===== config.mk =====
export PLATFORM = sky130hd
export DESIGN_NAME = dds_cordic_sine_generator
export DESIGN_NICKNAME = d
export VERILOG_FILES = /design/src/rtl/core/dcsg_pkg.sv /design/src/rtl/core/dcsg_cordic_cell.sv /design/src/rtl/core/dcsg_fir_cell.sv /design/src/rtl/core/dds_cordic_sine_generator.sv
export SDC_FILE = /design/constraint.sdc
export NUM_CORES = 2
export LEC_CHECK = 0
export BUFFER_PORTS_ARGS = -buffer_cell sky130_fd_sc_hd__buf_4
export CORE_AREA = 2 2 461 463
export CTS_CLUSTER_DIAMETER = 60
export DETAILED_ROUTE_END_ITERATION = 10
export DIE_AREA = 0 0 463 465
export GPL_ROUTABILITY_DRIVEN = 0
export PLACE_DENSITY_LB_ADDON = 0.05
export RECOVER_POWER = 100
export SETUP_SLACK_MARGIN = 0.15
export SLEW_MARGIN = 20
export SYNTH_ARGS = -nofsm -noshare
export SYNTH_HDL_FRONTEND = slang
export SYNTH_HIERARCHICAL = 1
export SYNTH_SLANG_ARGS = --single-unit

===== constraint.sdc =====
create_clock -name aclk -period 17.4 [get_ports aclk]
set_clock_uncertainty 0.05 [all_clocks]
set_input_delay 0.87 -clock aclk [delete_from_list [all_inputs] [get_ports aclk]]
set_output_delay 0.87 -clock aclk [all_outputs]
set_load 0.05 [all_outputs]

===== src/rtl/core/dcsg_pkg.sv =====
`timescale 1ns / 1ps
// Shared constants, tables, types and elaboration-time helpers for the DDS CORDIC generator.
package dcsg_pkg;

    // Input dither field width
    localparam int DITHER_BITS = 31;

    // Configuration reset values
    localparam logic [63:0] TUNING_RESET = 64'd10995116277;
    localparam logic [63:0] START_RESET  = 64'd0;

    // Fixed-point constants are given in units of 1e-8
    localparam longint SCALE_E8 = 64'sd100000000;
    localparam longint X0_E8    = 64'sd60725294;

    // Angle scale pi/2 / (2^F - 1): 3141592 / 2000000 reduced.
    // 3141592 = 8 * 392699 and 2000000 = 128 * 15625, leaving a net 2^-4.
    localparam longint PI_ODD       = 64'sd392699;
    localparam longint HALF_DEN_ODD = 64'sd15625;
    localparam int     ANGLE_POW2   = 4;

    // Reciprocal shift for the angle scale estimate
    localparam int MAGIC_SHIFT = 32;

    // atan(2^-i), floor, scaled by 2^30
    localparam int ATAN_ENTRIES = 18;
    localparam int ATAN_FRAC    = 30;
    localparam longint ATAN_Q30 [ATAN_ENTRIES] = '{
        64'sd843314856, 64'sd497837829, 64'sd263043836, 64'sd133525158,
        64'sd67021686,  64'sd33543515,  64'sd16775850,  64'sd8388437,
        64'sd4194282,   64'sd2097149,   64'sd1048575,   64'sd524287,
        64'sd262143,    64'sd131071,    64'sd65535,     64'sd32767,
        64'sd16383,     64'sd8191
    };

    // Sinc compensation taps in units of 1e-8
    localparam int COEF_ENTRIES = 9;
    localparam longint COEF_E8 [COEF_ENTRIES] = '{
        64'sd170522,   -64'sd583712,  64'sd1786389, -64'sd6833815, 64'sd81251125,
        -64'sd6833815, 64'sd1786389,  -64'sd583712, 64'sd170522
    };

    // Configuration register indexes
    typedef enum logic {
        REG_TUNING_WORD = 1'b0,
        REG_START_PHASE = 1'b1
    } cfg_reg_t;

    // Quadrant codes from the top two phase bits
    typedef enum logic [1:0] {
        QUAD_0 = 2'd0,
        QUAD_1 = 2'd1,
        QUAD_2 = 2'd2,
        QUAD_3 = 2'd3
    } quad_t;

    // Control that travels beside the data down the pipeline
    typedef struct packed {
        logic  valid;
        quad_t quad;
    } stage_ctrl_t;

    // floor(c * 1e-8 * 2^frac)
    function automatic longint to_fix(input longint c, input int frac);
        longint num;
        num = c * (64'sd1 <<< frac);
        if (num >= 0) begin
            return num / SCALE_E8;
        end
        return -((-num + SCALE_E8 - 1) / SCALE_E8);
    endfunction

    // Rotation angle of one CORDIC stage; deep stages rotate by zero
    function automatic longint atan_fix(input int stage, input int frac);
        if (stage < ATAN_ENTRIES) begin
            return ATAN_Q30[stage] >>> (ATAN_FRAC - frac);
        end
        return 64'sd0;
    endfunction

    // FIR coefficient of one tap; taps past the table are zero
    function automatic longint coef_fix(input int tap, input int frac);
        if (tap < COEF_ENTRIES) begin
            return to_fix(COEF_E8[tap], frac);
        end
        return 64'sd0;
    endfunction

endpackage


===== src/rtl/core/dcsg_cordic_cell.sv =====
`timescale 1ns / 1ps
// One rotation-mode CORDIC stage with its pipeline register.
module dcsg_cordic_cell #(
    parameter int SAMPLE_BITS = 14,
    parameter int STAGE       = 0
) (
    input  logic                          aclk,
    input  logic                          aresetn,
    input  logic                          ce,
    input  dcsg_pkg::stage_ctrl_t         ctrl_in,
    input  logic signed [SAMPLE_BITS-1:0] x_in,
    input  logic signed [SAMPLE_BITS-1:0] y_in,
    input  logic signed [SAMPLE_BITS-1:0] z_in,
    output dcsg_pkg::stage_ctrl_t         ctrl_out,
    output logic signed [SAMPLE_BITS-1:0] x_out,
    output logic signed [SAMPLE_BITS-1:0] y_out,
    output logic signed [SAMPLE_BITS-1:0] z_out
);

    localparam int FRAC_BITS = SAMPLE_BITS - 2;
    localparam logic signed [SAMPLE_BITS-1:0] ANGLE =
        SAMPLE_BITS'(dcsg_pkg::atan_fix(STAGE, FRAC_BITS));

    dcsg_pkg::stage_ctrl_t         ctrl_reg;
    logic signed [SAMPLE_BITS-1:0] x_reg, y_reg, z_reg;
    logic signed [SAMPLE_BITS-1:0] x_next, y_next, z_next;
    logic signed [SAMPLE_BITS-1:0] x_sh, y_sh;
    logic                          rot_pos;

    // Micro-rotation; direction is negative when the residual angle is not above zero
    always_comb begin
        rot_pos = (z_in > 0);
        x_sh    = x_in >>> STAGE;
        y_sh    = y_in >>> STAGE;
        if (rot_pos) begin
            x_next = x_in - y_sh;
            y_next = y_in + x_sh;
            z_next = z_in - ANGLE;
        end else begin
            x_next = x_in + y_sh;
            y_next = y_in - x_sh;
            z_next = z_in + ANGLE;
        end
    end

    // Stage control
    always_ff @(posedge aclk) begin
        if (!aresetn) begin
            ctrl_reg.valid <= 1'b0;
        end else if (ce) begin
            ctrl_reg <= ctrl_in;
        end
    end

    // Stage data
    always_ff @(posedge aclk) begin
        if (ce) begin
            x_reg <= x_next;
            y_reg <= y_next;
            z_reg <= z_next;
        end
    end

    assign ctrl_out = ctrl_reg;
    assign x_out    = x_reg;
    assign y_out    = y_reg;
    assign z_out    = z_reg;

endmodule


===== src/rtl/core/dcsg_fir_cell.sv =====
`timescale 1ns / 1ps
// One tap of the transposed sinc-compensation FIR.
module dcsg_fir_cell #(
    parameter int SAMPLE_BITS = 14,
    parameter int TAP         = 0
) (
    input  logic                          aclk,
    input  logic                          aresetn,
    input  logic                          shift_en,
    input  logic signed [SAMPLE_BITS-1:0] sample_in,
    input  logic signed [SAMPLE_BITS-1:0] partial_in,
    output logic signed [SAMPLE_BITS-1:0] partial_out
);

    localparam int FRAC_BITS = SAMPLE_BITS - 2;
    localparam logic signed [SAMPLE_BITS-1:0] COEF =
        SAMPLE_BITS'(dcsg_pkg::coef_fix(TAP, FRAC_BITS));

    logic signed [2*SAMPLE_BITS-1:0] product;
    logic signed [2*SAMPLE_BITS-1:0] product_sh;
    logic signed [SAMPLE_BITS-1:0]   partial_reg;
    logic signed [SAMPLE_BITS-1:0]   partial_next;

    // Truncated product plus the partial sum handed down from the older taps
    always_comb begin
        product      = sample_in * COEF;
        product_sh   = product >>> FRAC_BITS;
        partial_next = $signed(product_sh[SAMPLE_BITS-1:0]) + partial_in;
    end

    // Partial sums start at zero, matching an all-zero history
    always_ff @(posedge aclk) begin
        if (!aresetn) begin
            partial_reg <= '0;
        end else if (shift_en) begin
            partial_reg <= partial_next;
        end
    end

    assign partial_out = partial_reg;

endmodule


===== src/rtl/core/dds_cordic_sine_generator.sv =====
`timescale 1ns / 1ps
// Top level: phase accumulator, angle scaling, CORDIC cell chain, quadrant map, FIR, output skid.
//
//  channel   dir   handshake          payload
//  s_        in    s_tvalid/s_tready  s_tdata: dither; s_tuser: resync
//  m_        out   m_tvalid/m_tready  m_tdata: dac_sin, dac_cos, raw_sin, raw_cos
//  cfg_      in    cfg_wr_en          cfg_index, cfg_wdata (no read-back)
//
// One sample transfer per cycle while the skid is empty; the accumulator loop is one register.
// From input to output register the path runs through four registers of phase capture and
// angle scaling, one per CORDIC cell, then the quadrant map, FIR and output registers.
// Reset (aresetn low, synchronous) clears the accumulator, FIR partials and valids and
// loads the register defaults. A stalled output fills a one-entry skid first; only
// then does the pipeline stop and s_tready drop.
module dds_cordic_sine_generator #(
    parameter int PHASE_BITS    = 40,
    parameter int SAMPLE_BITS   = 14,
    parameter int CORDIC_STAGES = 14,
    parameter int FILTER_ORDER  = 8,
    localparam int SDATA_W      = ((dcsg_pkg::DITHER_BITS + 7) / 8) * 8,
    localparam int MDATA_W      = ((4 * SAMPLE_BITS + 7) / 8) * 8
) (
    input  logic                  aclk,
    input  logic                  aresetn,
    // Input samples
    input  logic                  s_tvalid,
    output logic                  s_tready,
    input  logic [SDATA_W-1:0]    s_tdata,   // [30:0] dither (signed), then zero fill
    input  logic [0:0]            s_tuser,   // [0] resync
    // Output samples
    output logic                  m_tvalid,
    input  logic                  m_tready,
    output logic [MDATA_W-1:0]    m_tdata,   // dac_sin, dac_cos, raw_sin, raw_cos, zero fill
    // Configuration writes
    input  logic                  cfg_wr_en,
    input  logic [0:0]            cfg_index,
    input  logic [PHASE_BITS-1:0] cfg_wdata
);

    localparam int FRAC_BITS = SAMPLE_BITS - 2;
    localparam int TAPS      = FILTER_ORDER + 1;
    localparam int MAGIC_W   = 34;
    localparam int EST_W     = FRAC_BITS + MAGIC_W;
    localparam int REM_W     = FRAC_BITS + 32;

    // Angle scale p * NUM / DEN, estimated by a reciprocal and corrected by one compare
    localparam logic [63:0] ANG_NUM =
        64'(dcsg_pkg::PI_ODD) << (FRAC_BITS - dcsg_pkg::ANGLE_POW2);
    localparam logic [63:0] ANG_DEN =
        64'((64'd1 << FRAC_BITS) - 64'd1) * 64'(dcsg_pkg::HALF_DEN_ODD);
    localparam logic [63:0] ANG_MAGIC = (ANG_NUM << dcsg_pkg::MAGIC_SHIFT) / ANG_DEN;

    localparam logic signed [SAMPLE_BITS-1:0] X0 =
        SAMPLE_BITS'(dcsg_pkg::to_fix(dcsg_pkg::X0_E8, FRAC_BITS));

    // ---------------------------------------------------------------
    // Configuration registers
    logic [PHASE_BITS-1:0] tuning_word_reg;
    logic [PHASE_BITS-1:0] start_phase_reg;

    always_ff @(posedge aclk) begin
        if (!aresetn) begin
            tuning_word_reg <= PHASE_BITS'(dcsg_pkg::TUNING_RESET);
            start_phase_reg <= PHASE_BITS'(dcsg_pkg::START_RESET);
        end else if (cfg_wr_en) begin
            case (cfg_index)
                dcsg_pkg::REG_TUNING_WORD: tuning_word_reg <= cfg_wdata;
                dcsg_pkg::REG_START_PHASE: start_phase_reg <= cfg_wdata;
                default: ;
            endcase
        end
    end

    // ---------------------------------------------------------------
    // Flow control: the pipeline moves whenever the skid is empty
    logic ce;
    logic s_accept;
    logic skid_valid_reg;
    logic m_valid_reg;

    assign ce       = !skid_valid_reg;
    assign s_tready = ce;
    assign s_accept = s_tvalid && ce;

    // ---------------------------------------------------------------
    // Phase accumulator and capture stage
    logic [PHASE_BITS-1:0] phase_acc_reg;
    logic [PHASE_BITS-1:0] phase_acc_next;
    logic [PHASE_BITS-1:0] phase_cur;
    logic [63:0]           dither_ext;

    dcsg_pkg::stage_ctrl_t s0_ctrl_reg;
    logic [FRAC_BITS-1:0]  s0_angle_reg;

    always_comb begin
        phase_cur      = s_tuser[0] ? start_phase_reg : phase_acc_reg;
        dither_ext     = 64'($signed(s_tdata[dcsg_pkg::DITHER_BITS-1:0]));
        phase_acc_next = phase_cur + tuning_word_reg + dither_ext[PHASE_BITS-1:0];
    end

    always_ff @(posedge aclk) begin
        if (!aresetn) begin
            phase_acc_reg     <= '0;
            s0_ctrl_reg.valid <= 1'b0;
        end else begin
            if (s_accept) begin
                phase_acc_reg <= phase_acc_next;
            end
            if (ce) begin
                s0_ctrl_reg.valid <= s_tvalid;
                s0_ctrl_reg.quad  <= dcsg_pkg::quad_t'(phase_cur[PHASE_BITS-1 -: 2]);
            end
        end
    end

    always_ff @(posedge aclk) begin
        if (ce) begin
            s0_angle_reg <= phase_cur[PHASE_BITS-3 -: FRAC_BITS];
        end
    end

    // ---------------------------------------------------------------
    // Angle scaling, stage 1: reciprocal estimate (low by at most one)
    logic [EST_W-1:0]      est_prod;
    dcsg_pkg::stage_ctrl_t s1_ctrl_reg;
    logic [FRAC_BITS-1:0]  s1_angle_reg;
    logic [FRAC_BITS:0]    s1_est_reg;

    assign est_prod = EST_W'(s0_angle_reg) * EST_W'(ANG_MAGIC);

    // Angle scaling, stage 2: exact numerator and estimate times denominator
    dcsg_pkg::stage_ctrl_t s2_ctrl_reg;
    logic [REM_W-1:0]      s2_num_reg;
    logic [REM_W-1:0]      s2_den_reg;
    logic [FRAC_BITS:0]    s2_est_reg;

    // Angle scaling, stage 3: correction, result enters the CORDIC chain
    logic [REM_W-1:0]              ang_rem;
    logic [FRAC_BITS:0]            ang_fixed;
    dcsg_pkg::stage_ctrl_t         s3_ctrl_reg;
    logic signed [SAMPLE_BITS-1:0] s3_z_reg;

    always_comb begin
        ang_rem   = s2_num_reg - s2_den_reg;
        ang_fixed = s2_est_reg + (FRAC_BITS+1)'(ang_rem >= REM_W'(ANG_DEN));
    end

    always_ff @(posedge aclk) begin
        if (!aresetn) begin
            s1_ctrl_reg.valid <= 1'b0;
            s2_ctrl_reg.valid <= 1'b0;
            s3_ctrl_reg.valid <= 1'b0;
        end else if (ce) begin
            s1_ctrl_reg <= s0_ctrl_reg;
            s2_ctrl_reg <= s1_ctrl_reg;
            s3_ctrl_reg <= s2_ctrl_reg;
        end
    end

    always_ff @(posedge aclk) begin
        if (ce) begin
            s1_angle_reg <= s0_angle_reg;
            s1_est_reg   <= est_prod[dcsg_pkg::MAGIC_SHIFT +: FRAC_BITS+1];
            s2_num_reg   <= REM_W'(s1_angle_reg) * REM_W'(ANG_NUM);
            s2_den_reg   <= REM_W'(s1_est_reg) * REM_W'(ANG_DEN);
            s2_est_reg   <= s1_est_reg;
            s3_z_reg     <= SAMPLE_BITS'(ang_fixed);
        end
    end

    // ---------------------------------------------------------------
    // CORDIC cell chain
    dcsg_pkg::stage_ctrl_t         cctrl [0:CORDIC_STAGES];
    logic signed [SAMPLE_BITS-1:0] cx    [0:CORDIC_STAGES];
    logic signed [SAMPLE_BITS-1:0] cy    [0:CORDIC_STAGES];
    logic signed [SAMPLE_BITS-1:0] cz    [0:CORDIC_STAGES-1];

    assign cctrl[0] = s3_ctrl_reg;
    assign cx[0]    = X0;
    assign cy[0]    = '0;
    assign cz[0]    = s3_z_reg;

    for (genvar g = 0; g < CORDIC_STAGES; g++) begin : g_cordic
        if (g < CORDIC_STAGES - 1) begin : g_mid
            dcsg_cordic_cell #(
                .SAMPLE_BITS (SAMPLE_BITS),
                .STAGE       (g)
            ) u_cell (
                .aclk     (aclk),
                .aresetn  (aresetn),
                .ce       (ce),
                .ctrl_in  (cctrl[g]),
                .x_in     (cx[g]),
                .y_in     (cy[g]),
                .z_in     (cz[g]),
                .ctrl_out (cctrl[g+1]),
                .x_out    (cx[g+1]),
                .y_out    (cy[g+1]),
                .z_out    (cz[g+1])
            );
        end else begin : g_last
            // Residual angle of the last cell is not needed
            dcsg_cordic_cell #(
                .SAMPLE_BITS (SAMPLE_BITS),
                .STAGE       (g)
            ) u_cell (
                .aclk     (aclk),
                .aresetn  (aresetn),
                .ce       (ce),
                .ctrl_in  (cctrl[g]),
                .x_in     (cx[g]),
                .y_in     (cy[g]),
                .z_in     (cz[g]),
                .ctrl_out (cctrl[g+1]),
                .x_out    (cx[g+1]),
                .y_out    (cy[g+1]),
                .z_out    ()
            );
        end
    end

    // ---------------------------------------------------------------
    // Quadrant map
    logic signed [SAMPLE_BITS-1:0] map_sin, map_cos;
    logic signed [SAMPLE_BITS-1:0] raw_sin_reg, raw_cos_reg;
    logic                          q_valid_reg;

    always_comb begin
        case (cctrl[CORDIC_STAGES].quad)
            dcsg_pkg::QUAD_0: begin
                map_sin = cy[CORDIC_STAGES];
                map_cos = cx[CORDIC_STAGES];
            end
            dcsg_pkg::QUAD_1: begin
                map_sin = cx[CORDIC_STAGES];
                map_cos = -cy[CORDIC_STAGES];
            end
            dcsg_pkg::QUAD_2: begin
                map_sin = -cy[CORDIC_STAGES];
                map_cos = -cx[CORDIC_STAGES];
            end
            dcsg_pkg::QUAD_3: begin
                map_sin = -cx[CORDIC_STAGES];
                map_cos = cy[CORDIC_STAGES];
            end
            default: begin
                map_sin = cy[CORDIC_STAGES];
                map_cos = cx[CORDIC_STAGES];
            end
        endcase
    end

    always_ff @(posedge aclk) begin
        if (!aresetn) begin
            q_valid_reg <= 1'b0;
        end else if (ce) begin
            q_valid_reg <= cctrl[CORDIC_STAGES].valid;
        end
    end

    always_ff @(posedge aclk) begin
        if (ce) begin
            raw_sin_reg <= map_sin;
            raw_cos_reg <= map_cos;
        end
    end

    // ---------------------------------------------------------------
    // Transposed FIR rows; partials shift only on a real sample
    logic                          fir_shift;
    logic signed [SAMPLE_BITS-1:0] sin_part [0:TAPS];
    logic signed [SAMPLE_BITS-1:0] cos_part [0:TAPS];
    logic signed [SAMPLE_BITS-1:0] f_raw_sin_reg, f_raw_cos_reg;
    logic                          f_valid_reg;

    assign fir_shift      = ce && q_valid_reg;
    assign sin_part[TAPS] = '0;
    assign cos_part[TAPS] = '0;

    for (genvar k = 0; k < TAPS; k++) begin : g_fir
        dcsg_fir_cell #(
            .SAMPLE_BITS (SAMPLE_BITS),
            .TAP         (k)
        ) u_sin (
            .aclk        (aclk),
            .aresetn     (aresetn),
            .shift_en    (fir_shift),
            .sample_in   (raw_sin_reg),
            .partial_in  (sin_part[k+1]),
            .partial_out (sin_part[k])
        );
        dcsg_fir_cell #(
            .SAMPLE_BITS (SAMPLE_BITS),
            .TAP         (k)
        ) u_cos (
            .aclk        (aclk),
            .aresetn     (aresetn),
            .shift_en    (fir_shift),
            .sample_in   (raw_cos_reg),
            .partial_in  (cos_part[k+1]),
            .partial_out (cos_part[k])
        );
    end

    always_ff @(posedge aclk) begin
        if (!aresetn) begin
            f_valid_reg <= 1'b0;
        end else if (ce) begin
            f_valid_reg <= q_valid_reg;
        end
    end

    always_ff @(posedge aclk) begin
        if (ce) begin
            f_raw_sin_reg <= raw_sin_reg;
            f_raw_cos_reg <= raw_cos_reg;
        end
    end

    // ---------------------------------------------------------------
    // Output register with one-entry skid
    logic [MDATA_W-1:0] pipe_data;
    logic [MDATA_W-1:0] m_data_reg;
    logic [MDATA_W-1:0] skid_data_reg;
    logic               out_free;

    assign pipe_data = MDATA_W'({f_raw_cos_reg, f_raw_sin_reg, cos_part[0], sin_part[0]});
    assign out_free  = !m_valid_reg || m_tready;

    always_ff @(posedge aclk) begin
        if (!aresetn) begin
            m_valid_reg    <= 1'b0;
            skid_valid_reg <= 1'b0;
        end else if (out_free) begin
            if (skid_valid_reg) begin
                m_valid_reg    <= 1'b1;
                skid_valid_reg <= 1'b0;
            end else begin
                m_valid_reg <= f_valid_reg;
            end
        end else if (f_valid_reg && ce) begin
            skid_valid_reg <= 1'b1;
        end
    end

    always_ff @(posedge aclk) begin
        if (out_free) begin
            m_data_reg <= skid_valid_reg ? skid_data_reg : pipe_data;
        end else if (f_valid_reg && ce) begin
            skid_data_reg <= pipe_data;
        end
    end

    assign m_tvalid = m_valid_reg;
    assign m_tdata  = m_data_reg;

    // ---------------------------------------------------------------
    // Assertions

    // The skid only holds data behind a held output
    a_skid_behind_out: assert property (@(posedge aclk) disable iff (!aresetn)
        skid_valid_reg |-> m_valid_reg)
        else $error("skid holds data while output register is empty");

    // The skid fills only when the output was stalled
    a_skid_fill: assert property (@(posedge aclk) disable iff (!aresetn)
        $rose(skid_valid_reg) |-> $past(m_valid_reg && !m_tready))
        else $error("skid filled without an output stall");

    // The reciprocal estimate is never high and at most one low
    a_angle_estimate: assert property (@(posedge aclk) disable iff (!aresetn)
        s2_ctrl_reg.valid |-> (ang_rem < REM_W'(ANG_DEN << 1)))
        else $error("angle scale estimate out of range");

    // A resync transfer restarts the accumulator from start_phase
    a_resync_load: assert property (@(posedge aclk) disable iff (!aresetn)
        (s_accept && s_tuser[0]) |=>
            (phase_acc_reg == $past(start_phase_reg + tuning_word_reg
                                    + dither_ext[PHASE_BITS-1:0])))
        else $error("phase accumulator did not restart on resync");

endmodule

After elaboration in Yosys (flattened, before gate mapping)
Cells that the tools add are included.
Word-level totals
  register bits after elaboration: 1291
  input bits: 79
  output and inout bits: 58
  logic and storage cells: 303
Cells by class
  add/sub/neg operators: 98
  multipliers: 13
  $lt $le $gt $ge: 15
  eq/ne operators: 3
  multiplexer cells: 44
  bitwise operators: 4
  reductions and logical operators: 12
Operators with widths (number)
  $mux W14: 39
  $add A14 B14 Y14: 16
  $gt A14 B1 Y1 const B: 13
  $pmux W14 S4: 2
  $add A40 B40 Y40: 2
  $mul A14 B3 Y17 const B: 4
  $mux W56: 1
  $mul A12 B33 Y45 const B: 1
  $ge A44 B26 Y1 const B: 1
  $mul A14 B8 Y22 const B: 2
  $mul A14 B7 Y21 const B: 2
  $mux W40: 1
  $sub A39 B39 Y40: 1
  $mul A13 B26 Y39 const B: 1
  $mul A14 B5 Y18 const B: 2
  $mul A12 B19 Y31 const B: 1
  $add A14 B1 Y14: 2
  $add A14 B10 Y14: 2
  $add A14 B11 Y14: 2
  $add A14 B12 Y14: 2
  $add A14 B12 Y14 const B: 2
  $add A14 B2 Y14: 2
  $add A14 B3 Y14: 2
  $add A14 B4 Y14: 2
  other kinds (55): 84

Longest topological paths before layout
  word-level depth: 4
  mapped depth: 25
  depth with buffers taken out: 25

By module
The synthesis kept the hierarchy.
Modules (own cells, without submodules)
  dds_cordic_sine_generator: instances 1, cells an instance 3247, area an instance 35192.5 µm², sequential area each 11811.3 µm²
  dcsg_fir_cell (g_fir[3].u_cos ...): instances 2, cells an instance 355, area an instance 3315.7 µm², sequential area each 280.3 µm²
  dcsg_fir_cell (g_fir[4].u_cos ...): instances 2, cells an instance 300, area an instance 2497.4 µm², sequential area each 280.3 µm²
  dcsg_fir_cell (g_fir[0].u_cos ...): instances 3, cells an instance 182, area an instance 1624.1 µm², sequential area each 280.3 µm²
  dcsg_fir_cell (g_fir[6].u_cos ...): instances 2, cells an instance 256, area an instance 2398.6 µm², sequential area each 280.3 µm²
  dcsg_fir_cell (g_fir[2].u_cos ...): instances 2, cells an instance 256, area an instance 2383.5 µm², sequential area each 280.3 µm²
  dcsg_cordic_cell (g_cordic[0].g_mid.u_cell): instances 1, cells an instance 385, area an instance 3849.9 µm², sequential area each 1311.3 µm²
  dcsg_fir_cell (g_fir[7].u_cos ...): instances 2, cells an instance 230, area an instance 1916.8 µm², sequential area each 280.3 µm²
  dcsg_fir_cell (g_fir[1].u_cos ...): instances 2, cells an instance 217, area an instance 1901.8 µm², sequential area each 280.3 µm²
  dcsg_cordic_cell (g_cordic[2].g_mid.u_cell): instances 1, cells an instance 385, area an instance 3791.1 µm², sequential area each 1341.3 µm²
  dcsg_cordic_cell (g_cordic[6].g_mid.u_cell): instances 1, cells an instance 386, area an instance 3749.8 µm², sequential area each 1341.3 µm²
  dcsg_cordic_cell (g_cordic[1].g_mid.u_cell): instances 1, cells an instance 375, area an instance 3747.3 µm², sequential area each 1341.3 µm²
  dcsg_cordic_cell (g_cordic[3].g_mid.u_cell): instances 1, cells an instance 369, area an instance 3646.0 µm², sequential area each 1341.3 µm²
  dcsg_cordic_cell (g_cordic[7].g_mid.u_cell): instances 1, cells an instance 348, area an instance 3579.7 µm², sequential area each 1341.3 µm²
  +11 rows

Worst setup path before layout
OpenSTA, ideal clock, no wires.
  path kind: reg2reg
  start: reg skid_valid_reg
  end: reg phase_acc_reg[25]
  setup time: 0.062 ns
  arrival time: 17.887 ns
  required time: 17.288 ns
  setup slack: -0.599 ns
  stages on the path, launching flop included: 6
  buffers on the path: 1
  cell sequence: dfxtp_1 inv_1 nand2_1 clkbuf_1 or4b_2 nand3_1
Between the ends
  word-level cells in the longest chain between the ends: 2
Ends and longest elaborated chain
  from (decl): line dds_cordic_sine_generator.sv:78  | logic skid_valid_reg;
  from (signal assigned): line dds_cordic_sine_generator.sv:333  | skid_valid_reg <= 1'b0;
  from (signal assigned): line dds_cordic_sine_generator.sv:337  | skid_valid_reg <= 1'b0;
  from (signal assigned): line dds_cordic_sine_generator.sv:342  | skid_valid_reg <= 1'b1;
  $logic_not A1 Y1: line dds_cordic_sine_generator.sv:81  | assign ce = !skid_valid_reg;
  net s_tready: line dds_cordic_sine_generator.sv:27  | output logic s_tready,
  $logic_and A1 B1 Y1: line dds_cordic_sine_generator.sv:83  | assign s_accept = s_tvalid && ce;
  to (signal assigned): line dds_cordic_sine_generator.sv:107  | phase_acc_reg <= phase_acc_next;
  to (decl): line dds_cordic_sine_generator.sv:87  | logic [PHASE_BITS-1:0] phase_acc_reg;
The timed path passes the listed nets, and every way through them passes these cells.
A chain may end at the register's enable or synchronous reset.

==> flow_summary_export.csv <==
group,metric,value,unit
final_layout,area_growth,7.43,%
final_layout,final_common_cell,"ha_1",
grt,busiest_layer,"met2",
placement,post-place-ws,10.74,ns
drt,wl_per_cell,17.1,um
grt,grt_pass1_vias,93600,
clock_tree,ctsResizeCount,0,
die,rows,169,
clock_tree,path_clk_slew,0.06,ns
timing,finalWorstSetupSlack,6.64,ns
setup_path,path_class,"in -> reg",
setup_path,crit_fanout,198,
final_layout,num-fill-cells,17400,
run,maxCapViolCount,46,
die,fp.coreArea,0.211,mm^2
clock_tree,cts_made_buffers,166,
timing,whs,0.223,ns
die,die_y,465,um
min_path,hp-class,"in -> reg",
grt,met3_usage,2.78,%
timing,max_freq,93.0,MHz
clock_tree,cts.sinks,1303,
grt,grtUsageTotal,25.0,%
final_layout,nets,15600,
clock_tree,hold_buffers,0,
status,status,"complete, but fails checks",
final_layout,regArea,0.0352,mm^2
drt,via_count,91800,
grt,grt_pass1_wl,454000,um
drt,remaining_drc_errors,0,
die,die_area,0.215,mm^2
grt,antenna_found_initial,2,
timing,maxSlewViolCount,1791,
timing,post-route-min-period,10.76,ns
final_layout,multi_input_area,0.0834,mm^2
timing,max_slew_margin,-402,%
grt,met1_usage,31.8,%
drt,firstDrtPassIters,7,
grt,grt_max_degree,199,
yosys,synth_area_per_cell,9.89,um^2
clock_tree,cts_setup_buffers,0,
timing,tns,0,ns
placement,hpwlAfterDp,207000,um
status,violations,"capacitance limit, slew limit",
die,initial_core_util,59.5,%
clock_tree,cts_root_buf,"clkbuf_16",
die,ios,137,
drt,viasPerCell,5.77,
yosys,syn_area,0.125,mm^2
timing,setup_viol,0,
yosys,synth_cells,12700,
yosys,ys_warn_count,6,
drt,wirelength,273000,um
clock_tree,h-tree-depth,4,
grt,use_met2,44.9,%
timing,rsz0062_at_grt,"no",
placement,io_buffers,135,
setup_path,cp-start-kind,"input port",
grt,grt.overflow.total,0,
timing,worst-slew-pin-transition,7.52,ns
drt,first_iter_violations,5007,
timing,finalHoldViolations,0,
setup_path,endpoint_kind,"register",
setup_path,cp.required,18.05,ns
final_layout,mostFrequentLayoutCells,"ha_1, inv_1, edfxtp_1",
timing,period_share,61.8,%
die,die_x,463,um
clock_tree,clockBufferDepth,3,
setup_path,arrival,11.41,ns
final_layout,layout-drive-gt1-share,5.48,%
clock_tree,clk_latency,0.81,ns
clock_tree,tritoncts,"yes",
drt,ant_nets,0,
[worst max-delay path: stages]
cell	delay, ns
buf_8	0.38
clkbuf_1	1.63
clkbuf_1	5.23
inv_1	1.96
or3_1	0.89
o211ai_1	0.17
[routing by layer]
metal  vias to the layer above  part of all wire (%)
li1                      45600                     -
met1                     44000                    44
met2                      1685                    50
met3                       458                   3.6
met4                         0                   2.6
met5                         -                     0
[metrics by stage]
stage | utilization (%) | std cells | cell area, um^2
3_5_place_dp | 61.7 | 15600 | 130000
3_3_place_gp | 61.7 | 15600 | 130000
6_report | 63.9 | 15900 | 135000
5_1_grt | 63.9 | 15900 | 135000
2_1_floorplan | - | 12800 | 126000
4_1_cts | 64.3 | 15900 | 136000
[final cells by class]
class	count	share of cell area, %
multi-input combinational	9759	62.0
sequential	1303	26.1
timing repair buffer	200	0.873
tap	2821	2.62
clock buffer	201	3.36
clock inverter	106	0.833
inverter	1509	4.21
antenna	2	0.00372
[worst paths after layout]
check                                                  from                                              end  slack (ns)  cells past startpoint
max                                                 aresetn      g_fir[7].u_cos/partial_out[10]$_SDFFE_PN0P_        6.64                      6
min                                            cfg_wdata[5]                  tuning_word_reg[5]$_SDFFE_PN1P_        0.22                      3
max reg2reg                     skid_valid_reg$_SDFFE_PP0P_  g_cordic[12].g_mid.u_cell/ctrl_out[0]$_DFFE_PP_        7.93                      6
min reg2reg  g_cordic[6].g_mid.u_cell/ctrl_out[1]$_DFFE_PP_   g_cordic[7].g_mid.u_cell/ctrl_out[1]$_DFFE_PP_        0.36                      0
Power is not shown: default switching activity piles up to over one toggle a cycle in this logic, so the estimate is an artifact.
